$ cat config.mk
export PLATFORM = sky130hd
export DESIGN_NAME = polyline_stroke_quad_expander
export DESIGN_NICKNAME = d
export VERILOG_FILES = /design/src/hw/rtl/psqe_pkg.sv /design/src/hw/rtl/psqe_ctrl.sv /design/src/hw/rtl/psqe_dp.sv /design/src/hw/rtl/polyline_stroke_quad_expander.sv
export SDC_FILE = /design/constraint.sdc
export NUM_CORES = 2
export LEC_CHECK = 0
export CAP_MARGIN = 20
export CORE_AREA = 2 2 370 372
export DETAILED_ROUTE_END_ITERATION = 8
export DIE_AREA = 0 0 372 374
export DONT_BUFFER_PORTS = 1
export GPL_ROUTABILITY_DRIVEN = 0
export GPL_TIMING_DRIVEN = 0
export HOLD_SLACK_MARGIN = 0.12
export PLACE_DENSITY = 0.53
export SLEW_MARGIN = 20
export SYNTH_ARGS = -nofsm -noshare
export SYNTH_HDL_FRONTEND = slang
export SYNTH_SLANG_ARGS = --single-unit
$ cat constraint.sdc
create_clock -name clk -period 11.5 [get_ports clk]
set_clock_uncertainty 0.15 [all_clocks]
set_input_delay 0.575 -clock clk [delete_from_list [all_inputs] [get_ports clk]]
set_output_delay 0.575 -clock clk [all_outputs]
set_load 0.02 [all_outputs]
$ cat src/hw/rtl/psqe_pkg.sv
// Shared types and constants for the polyline stroke quad expander.
package psqe_pkg;

  localparam logic [1:0] REQ_START = 2'd1;
  localparam logic [1:0] REQ_CLEAR = 2'd2;

  localparam logic KIND_VERTEX = 1'b0;
  localparam logic KIND_CLEAR  = 1'b1;

  // magnitudes are brought below 2^MAG_BITS before squaring
  localparam int MAG_BITS   = 15;
  localparam int ROOT_BITS  = 32;
  localparam int ROOT_STEPS = 32;

  typedef struct packed {
    logic       capture;
    logic       commit;
    logic       shift;
    logic       square;
    logic       root_init;
    logic       root_step;
    logic       div_init;
    logic       div_step;
    logic       out_load;
    logic       out_clear;
    logic [1:0] out_sel;
  } cmd_t;

  typedef struct packed {
    logic clear_req;
    logic is_start;
    logic seg_zero;
    logic shift_more;
    logic out_free;
  } sts_t;

endpackage

$ cat src/hw/rtl/psqe_ctrl.sv
// Sequencer for the quad expander: decode, normalize, square, root, divide, emit, clear.
module psqe_ctrl #(
  parameter int NORMAL_FRAC_BITS = 14
) (
  input  logic            clk,
  input  logic            rst,
  input  logic            in_valid,
  output logic            in_ready,
  input  psqe_pkg::sts_t  sts,
  output psqe_pkg::cmd_t  cmd
);

  localparam int DIV_CW = $clog2(NORMAL_FRAC_BITS + 1);
  localparam int ROOT_CW = $clog2(psqe_pkg::ROOT_STEPS);

  typedef enum logic [3:0] {
    S_IDLE, S_DECODE, S_NORM, S_SQUARE, S_ROOT_INIT, S_ROOT,
    S_DIV_INIT, S_DIV, S_EMIT, S_CLEAR
  } state_t;

  state_t              state;
  logic [ROOT_CW-1:0]  root_cnt;
  logic [DIV_CW-1:0]   div_cnt;
  logic [1:0]          emit_idx;

  assign in_ready = (state == S_IDLE);

  always_comb begin
    cmd           = '0;
    cmd.out_sel   = emit_idx;
    cmd.capture   = (state == S_IDLE) && in_valid;
    cmd.shift     = (state == S_NORM) && sts.shift_more;
    cmd.square    = (state == S_SQUARE);
    cmd.root_init = (state == S_ROOT_INIT);
    cmd.root_step = (state == S_ROOT);
    cmd.div_init  = (state == S_DIV_INIT);
    cmd.div_step  = (state == S_DIV);
    case (state)
      S_DECODE: begin
        cmd.commit = !sts.clear_req && sts.is_start;
      end
      S_EMIT: begin
        cmd.out_load = sts.out_free;
        cmd.commit   = sts.out_free && (emit_idx == 2'd3);
      end
      S_CLEAR: begin
        cmd.out_load  = sts.out_free;
        cmd.out_clear = 1'b1;
      end
      default: begin
      end
    endcase
  end

  always_ff @(posedge clk) begin
    if (rst) begin
      state    <= S_IDLE;
      root_cnt <= '0;
      div_cnt  <= '0;
      emit_idx <= '0;
    end else begin
      case (state)
        S_IDLE: begin
          if (in_valid) state <= S_DECODE;
        end
        S_DECODE: begin
          emit_idx <= '0;
          if (sts.clear_req) state <= S_CLEAR;
          else if (sts.is_start) state <= S_IDLE;
          else if (sts.seg_zero) state <= S_EMIT;
          else state <= S_NORM;
        end
        S_NORM: begin
          if (!sts.shift_more) state <= S_SQUARE;
        end
        S_SQUARE: begin
          state <= S_ROOT_INIT;
        end
        S_ROOT_INIT: begin
          root_cnt <= '0;
          state    <= S_ROOT;
        end
        S_ROOT: begin
          root_cnt <= root_cnt + 1'b1;
          if (root_cnt == ROOT_CW'(psqe_pkg::ROOT_STEPS - 1)) state <= S_DIV_INIT;
        end
        S_DIV_INIT: begin
          div_cnt <= DIV_CW'(NORMAL_FRAC_BITS);
          state   <= S_DIV;
        end
        S_DIV: begin
          div_cnt <= div_cnt - 1'b1;
          if (div_cnt == '0) state <= S_EMIT;
        end
        S_EMIT: begin
          if (sts.out_free) begin
            emit_idx <= emit_idx + 1'b1;
            if (emit_idx == 2'd3) state <= S_IDLE;
          end
        end
        S_CLEAR: begin
          if (sts.out_free) state <= S_IDLE;
        end
        default: state <= S_IDLE;
      endcase
    end
  end

endmodule

$ cat src/hw/rtl/psqe_dp.sv
// Datapath: last point, segment magnitudes, root and divide units, output word.
module psqe_dp #(
  parameter int COORD_BITS       = 16,
  parameter int NORMAL_FRAC_BITS = 14,
  parameter int IN_W             = 32,
  parameter int OUT_W            = 64
) (
  input  logic                 clk,
  input  logic                 rst,
  input  psqe_pkg::cmd_t       cmd,
  output psqe_pkg::sts_t       sts,
  input  logic [IN_W-1:0]      in_data,
  input  logic [1:0]           in_user,
  output logic                 out_valid,
  input  logic                 out_ready,
  output logic [OUT_W-1:0]     out_data,
  output logic                 out_user,
  output logic                 out_last
);

  localparam int CB  = COORD_BITS;
  localparam int F   = NORMAL_FRAC_BITS;
  localparam int NB  = F + 2;
  localparam int MW  = CB + 1;
  localparam int MB  = psqe_pkg::MAG_BITS;
  localparam int RB  = psqe_pkg::ROOT_BITS;
  localparam int NW  = F + 2 * MB + 2;
  localparam int QW  = F + 1;

  logic [1:0]          req;
  logic [CB-1:0]       px, py, prev_x, prev_y;
  logic                dx_pos, dy_neg;
  logic [MW-1:0]       ax, ay;
  logic [2*MB-1:0]     sq_x, sq_y;
  logic [RB-1:0]       rad, root;
  logic [RB+1:0]       rem_s;
  logic [RB-1:0]       rem_x, rem_y;
  logic [QW-1:0]       q_x, q_y;

  logic signed [MW-1:0] dx_c, dy_c;
  logic [MB-1:0]        ax15, ay15;
  logic [RB+3:0]        rs, tr;
  logic [NW-1:0]        num_x, num_y;
  logic [RB:0]          tx, ty, rr;
  logic                 gex, gey;
  logic [QW-1:0]        sat_x, sat_y;
  logic signed [NB-1:0] nx, ny, nxo, nyo;
  logic [CB-1:0]        vx, vy;

  always_comb begin
    dx_c  = MW'($signed(in_data[CB-1:0]))    - MW'($signed(prev_x));
    dy_c  = MW'($signed(in_data[2*CB-1:CB])) - MW'($signed(prev_y));
    ax15  = MB'(ax);
    ay15  = MB'(ay);
    rs    = {rem_s, rad[RB-1:RB-2]};
    tr    = {2'b00, root, 2'b01};
    num_x = (NW'(ay15) << (F + 2 * MB + 1 - MB)) + NW'(root >> 1);
    num_y = (NW'(ax15) << (F + 2 * MB + 1 - MB)) + NW'(root >> 1);
    rr    = {1'b0, root};
    tx    = {rem_x, q_x[QW-1]};
    ty    = {rem_y, q_y[QW-1]};
    gex   = (tx >= rr);
    gey   = (ty >= rr);
    sat_x = (q_x > QW'(1 << F)) ? QW'(1 << F) : q_x;
    sat_y = (q_y > QW'(1 << F)) ? QW'(1 << F) : q_y;
    nx    = dy_neg ? -NB'(sat_x) : NB'(sat_x);
    ny    = dx_pos ? -NB'(sat_y) : NB'(sat_y);
    if (sts.seg_zero) begin
      nx = '0;
      ny = '0;
    end
    nxo = cmd.out_sel[0] ? nx : -nx;
    nyo = cmd.out_sel[0] ? ny : -ny;
    vx  = cmd.out_sel[1] ? px : prev_x;
    vy  = cmd.out_sel[1] ? py : prev_y;
  end

  always_comb begin
    sts.clear_req  = (req & psqe_pkg::REQ_CLEAR) != '0;
    sts.is_start   = (req == psqe_pkg::REQ_START);
    sts.seg_zero   = (ax == '0) && (ay == '0);
    sts.shift_more = ((ax >> MB) != '0) || ((ay >> MB) != '0);
    sts.out_free   = !out_valid || out_ready;
  end

  always_ff @(posedge clk) begin
    if (rst) begin
      prev_x <= '0;
      prev_y <= '0;
    end else if (cmd.commit) begin
      prev_x <= px;
      prev_y <= py;
    end
  end

  always_ff @(posedge clk) begin
    if (cmd.capture) begin
      req    <= in_user;
      px     <= in_data[CB-1:0];
      py     <= in_data[2*CB-1:CB];
      dx_pos <= dx_c > 0;
      dy_neg <= dy_c < 0;
      ax     <= (dx_c < 0) ? MW'(-dx_c) : MW'(dx_c);
      ay     <= (dy_c < 0) ? MW'(-dy_c) : MW'(dy_c);
    end else if (cmd.shift) begin
      ax <= ax >> 1;
      ay <= ay >> 1;
    end
    if (cmd.square) begin
      sq_x <= ax15 * ax15;
      sq_y <= ay15 * ay15;
    end
    if (cmd.root_init) begin
      rad   <= RB'(sq_x) + RB'(sq_y);
      rem_s <= '0;
      root  <= '0;
    end else if (cmd.root_step) begin
      rad <= {rad[RB-3:0], 2'b00};
      if (rs >= tr) begin
        rem_s <= (RB+2)'(rs - tr);
        root  <= {root[RB-2:0], 1'b1};
      end else begin
        rem_s <= (RB+2)'(rs);
        root  <= {root[RB-2:0], 1'b0};
      end
    end
    if (cmd.div_init) begin
      rem_x <= RB'(num_x >> QW);
      rem_y <= RB'(num_y >> QW);
      q_x   <= num_x[QW-1:0];
      q_y   <= num_y[QW-1:0];
    end else if (cmd.div_step) begin
      rem_x <= gex ? RB'(tx - rr) : RB'(tx);
      rem_y <= gey ? RB'(ty - rr) : RB'(ty);
      q_x   <= {q_x[QW-2:0], gex};
      q_y   <= {q_y[QW-2:0], gey};
    end
  end

  always_ff @(posedge clk) begin
    if (rst) begin
      out_valid <= 1'b0;
    end else if (cmd.out_load) begin
      out_valid <= 1'b1;
    end else if (out_ready) begin
      out_valid <= 1'b0;
    end
  end

  always_ff @(posedge clk) begin
    if (cmd.out_load) begin
      if (cmd.out_clear) begin
        out_data <= '0;
        out_user <= psqe_pkg::KIND_CLEAR;
        out_last <= 1'b1;
      end else begin
        out_data <= OUT_W'({nyo, nxo, vy, vx});
        out_user <= psqe_pkg::KIND_VERTEX;
        out_last <= (cmd.out_sel == 2'd3);
      end
    end
  end

endmodule

$ cat src/hw/rtl/polyline_stroke_quad_expander.sv
// Top level of the polyline stroke quad expander.
//
// Input stream s_axis: s_axis_tuser is the request (further point, stroke
// start, clear), s_axis_tdata carries the point. A stroke start stores the
// point and emits nothing. A further point emits four triangle-strip words
// on m_axis: (last,-n) (last,+n) (new,-n) (new,+n), tlast on the fourth, n
// being the unit normal of the segment in Q2.NORMAL_FRAC_BITS. A clear emits
// one marker word (tuser set, data zero, tlast set).
// One item is in flight at a time; s_axis_tready is high only when idle.
// Before squaring, both deltas are halved until they lie below 2^15. The
// square root is a 32-step digit-by-digit unit and the dividers produce
// one quotient bit per cycle. A zero-length segment skips the math.
// The output word is registered; a stalled receiver holds the sequencer in
// its emit step, and the last word may still wait when the next item enters.
// Synchronous reset clears the last point to zero and empties the output.
module polyline_stroke_quad_expander #(
  parameter int COORD_BITS       = 16,
  parameter int NORMAL_FRAC_BITS = 14
) (
  input  logic              clk,
  input  logic              rst,
  input  logic              s_axis_tvalid,
  output logic              s_axis_tready,
  input  logic [((2 * COORD_BITS + 7) / 8) * 8 - 1:0]
                            s_axis_tdata,   // point_x, point_y
  input  logic [1:0]        s_axis_tuser,   // req_type
  output logic              m_axis_tvalid,
  input  logic              m_axis_tready,
  output logic [((2 * COORD_BITS + 2 * (NORMAL_FRAC_BITS + 2) + 7) / 8) * 8 - 1:0]
                            m_axis_tdata,   // vertex_x, vertex_y, normal_x, normal_y
  output logic              m_axis_tuser,   // item_kind
  output logic              m_axis_tlast    // last_of_run
);

  localparam int IN_W  = ((2 * COORD_BITS + 7) / 8) * 8;
  localparam int OUT_W = ((2 * COORD_BITS + 2 * (NORMAL_FRAC_BITS + 2) + 7) / 8) * 8;

  psqe_pkg::cmd_t cmd;
  psqe_pkg::sts_t sts;

  psqe_ctrl #(
    .NORMAL_FRAC_BITS(NORMAL_FRAC_BITS)
  ) u_ctrl (
    .clk      (clk),
    .rst      (rst),
    .in_valid (s_axis_tvalid),
    .in_ready (s_axis_tready),
    .sts      (sts),
    .cmd      (cmd)
  );

  psqe_dp #(
    .COORD_BITS       (COORD_BITS),
    .NORMAL_FRAC_BITS (NORMAL_FRAC_BITS),
    .IN_W             (IN_W),
    .OUT_W            (OUT_W)
  ) u_dp (
    .clk       (clk),
    .rst       (rst),
    .cmd       (cmd),
    .sts       (sts),
    .in_data   (s_axis_tdata),
    .in_user   (s_axis_tuser),
    .out_valid (m_axis_tvalid),
    .out_ready (m_axis_tready),
    .out_data  (m_axis_tdata),
    .out_user  (m_axis_tuser),
    .out_last  (m_axis_tlast)
  );

endmodule

==> metrics.cfg <==
[clocking]
cts-htree-levels=2
clk_pin_slew_ns=0.07
post_cts_buffers=0
clock_latency_ns=0.64
cts_tree=yes
clockBufferDepth=3
cts_buffers=50
ctsRootBufferMaster=clkbuf_16
cts_sinks=434

[timing]
setup_tns_ns=0
worstMarginPinSlew_ns=1.09
setup_viol=0
slew_violations=0
slew_headroom_pct=27.5
hold_viol=0
finalCritPeriodShare_pct=73.6
rsz0062_at_grt=false
max_freq_mhz=118
fin_crit_ns=8.46

[setup_path]
timing.rr.end=u_dp.sq_y[28]
slowest_stage=clkbuf_1
cp_slowest_stage_delay_ns=0.67
timing_worst_setup_path_type=flop to flop
startpoint=u_dp.ay[10]
rr_worst_depth=23
worstSetupEndpointType=flop
crit_required_ns=11.72
startpoint_type=flop
crit_path_cell_trace=clkbuf_1 -> clkbuf_1 -> inv_1 -> nor2_1 -> fa_1 -> ha_1 -> inv_1 -> fa_1 -> inv_1 -> fa_1 -> fa_1 -> inv_1 -> fa_1 -> inv_1 -> ha_1 -> a211oi_1 -> o21ai_0 -> a221oi_1 -> a21oi_1 -> or4_1 -> a31o_2 -> a21oi_1 -> xnor2_1
cp.arrival_ns=8.68
cp-endpoint=u_dp.sq_y[28]
reg2reg_setup_slack_ns=3.04
reg2reg_from=u_dp.ay[10]
worstPathMaxFanout=10

[logic_synthesis]
yosys_most_used_dff=edfxtp_1
synthArstFlopShare_pct=0
synth_area_um2=40400
yosysUniqueCellTypes=99
postSynthAreaPerCell_um2=9.05
syn_inst=4459
synth_seq_area_share_pct=29.4
synth_nets=5135
synth_top_family_by_area=adder cells
ys_warn_count=0
synth-simple-area-share_pct=15.6
ys_ff_latch=434
synth_edf_count=318
synth-compound-area-share_pct=14.9
synth_top_cell_area_share_pct=23.7
synth-xor-area-share_pct=5.99
yosysTopAreaCell=edfxtp_1
synth_area_leaders=edfxtp_1 24%, fa_1 14%, ha_1 11%
synth-adder-area-share_pct=24.9
synth_mux_area_share_pct=2.27

[routing]
first_pass_iters=6
ant_nets=0
vias_per_cell=5.03
vias=32100
avgRoutedWirePerCell_um=18.8
first_iter_violations=2588
routed_wl_um=120000
drc=0

[final_layout]
drive_gt1_share_pct=4.09
fin_area_um2=45000
utilization_pct=33.3
syn_to_final_growth_pct=11.4
nets=5238

[floorplan]
die_w_um=372
io_pins=106
rows=135
start_util_pct=29.9
coreArea_um2=135000
dieHeight_um=374
dieArea_um2=139000

[global_routing]
grt.total_usage_pct=17.2
grt_remaining_overflow=0
grt_pass1_vias=31500
antenna_found_initial=12
grt_max_degree=63
grt_pass1_wl_um=187000

[outcome]
outcome=completed

[placement]
portBuffers=0
place_hpwl_um=94300
dpl_cell_area_um2=42800

[run]
maxCapViolations=0

[worst_hold_path]
hp-class=input port to flop

how the worst min path moves through the flow:
stage,endpoint,slack (ns),startpoint,depth (start not counted)
6_report,u_dp.ax[13],0.18,s_axis_tvalid,1
3_5_place_dp,u_dp.rem_y[31],0.31,u_dp.rem_y[31],2
3_3_place_gp,u_ctrl.root_cnt[4],0.30,u_ctrl.root_cnt[4],2
2_1_floorplan,u_dp.rem_x[31],0.28,u_dp.rem_x[31],2
5_1_grt,u_dp.ax[13],0.17,s_axis_tvalid,1
4_1_cts,u_dp.ax[13],0.14,s_axis_tvalid,1
metrics by stage:
stage / setup WS [ns] / instances / hold WS [ns]
2_1_floorplan: 4.77 / 4459 / 0.276
3_3_place_gp: 2.96 / 6240 / 0.295
5_1_grt: 2.59 / 6383 / 0.174
4_1_cts: 2.91 / 6380 / 0.139
3_5_place_dp: 2.92 / 6254 / 0.307
6_report: 3.04 / 6384 / 0.178
critical path: cells and delay by family (launching register included):
kind,cells,cell delay (ns)
buffers and inverters,7,1.69
DFF,1,0.35
xor gates and xnor gates,1,0.30
and+or+nand+nor,2,0.87
AOI/OAI and AO/OA,6,1.53
adders and majority gates,7,3.31
timing repair:
item / 4_1_cts / 5_1_grt
resized for setup: 0 / 0
endpoints found under the hold margin: 37 / 0
hold buffers: 37 / 0
final cells by class:
class	instances	area (µm²)
clock inverters	29	478
inverters	550	2070
plain buffers	190	728
fillers	14000	90000
flip-flops and latches	434	11900
multi-input cells	3285	25700
clock buffers	60	1310
well taps	1781	2230
repair buffers	51	562
diodes	4	10.0
layout by cell type (no fill, tap or decap), types with 18 or more instances in the layout:
cell           instances
a211oi_1              21
a21o_1                92
a21oi_1              264
a31oi_1               60
and2_1               118
and3_1                30
clkbuf_1             173
clkbuf_16             50
dfxtp_1              116
dlygate4sd3_1         37
edfxtp_1             318
fa_1                 278
ha_1                 360
inv_1                546
mux2i_1               79
nand2_1              512
nand2b_1              38
nand3_1              100
nand4_1               27
nor2_1               292
nor2b_1               36
nor3_1                65
nor4_1                23
o211ai_1              18
o21a_1                36
o21ai_0              239
o21bai_1              29
o31ai_1               21
or3_1                 19
xnor2_1              179
xor2_1                97
cell usage after synthesis, types with 12 or more instances:
library cell and number:
or2_2 17, fa_1 278, o31ai_1 21, nor4_1 24
or3_1 19, xnor2_1 179, inv_1 547, nor3_1 66
and2_1 118, nor2_1 293, a31o_2 17, a21o_1 92
and3_1 30, a21oi_1 264, xor2_1 97, nand4_1 27
nand3_1 100, clkbuf_1 167, dfxtp_1 116, nand2_1 512
nand2b_1 38, a31oi_1 60, o21a_1 37, nor2b_1 36
mux2i_1 79, buf_1 13, o21ai_0 239, edfxtp_1 318
ha_1 360, o41ai_1 12, a211oi_1 21, o21bai_1 29
o211ai_1 18
routing by layer:
metal	wire length, µm	GRT usage [%]	part of all wire (%)	up-vias
li1	-	-	-	15500
met1	55900	24.4	46	15700
met2	55100	27.4	46	807
met3	6340	2.23	5.3	141
met4	2970	4.17	2.5	4
met5	23	0	0.019	-
logic make-up after synthesis:
| logic type | after synthesis |
|---|---|
| AOI/OAI and AO/OA | 944 |
| xor gates and xnor gates | 276 |
| adders and majority gates | 638 |
| buffers and inverters | 740 |
| DFF | 434 |
| muxes | 90 |
| and+or+nand+nor | 1337 |
registers in the layout (all words and copies together), names as in the netlist, 29 cells and up:
signal / flops
u_dp.root: 32
u_dp.sq_x: 29
u_dp.rem_y: 32
u_dp.rem_s: 34
u_dp.out_data: 64
u_dp.rad: 32
u_dp.rem_x: 32
u_dp.sq_y: 29
Power is left out: the tool's default activity adds up to more than one toggle a clock period on the data nets, which glitch-free logic cannot reach.
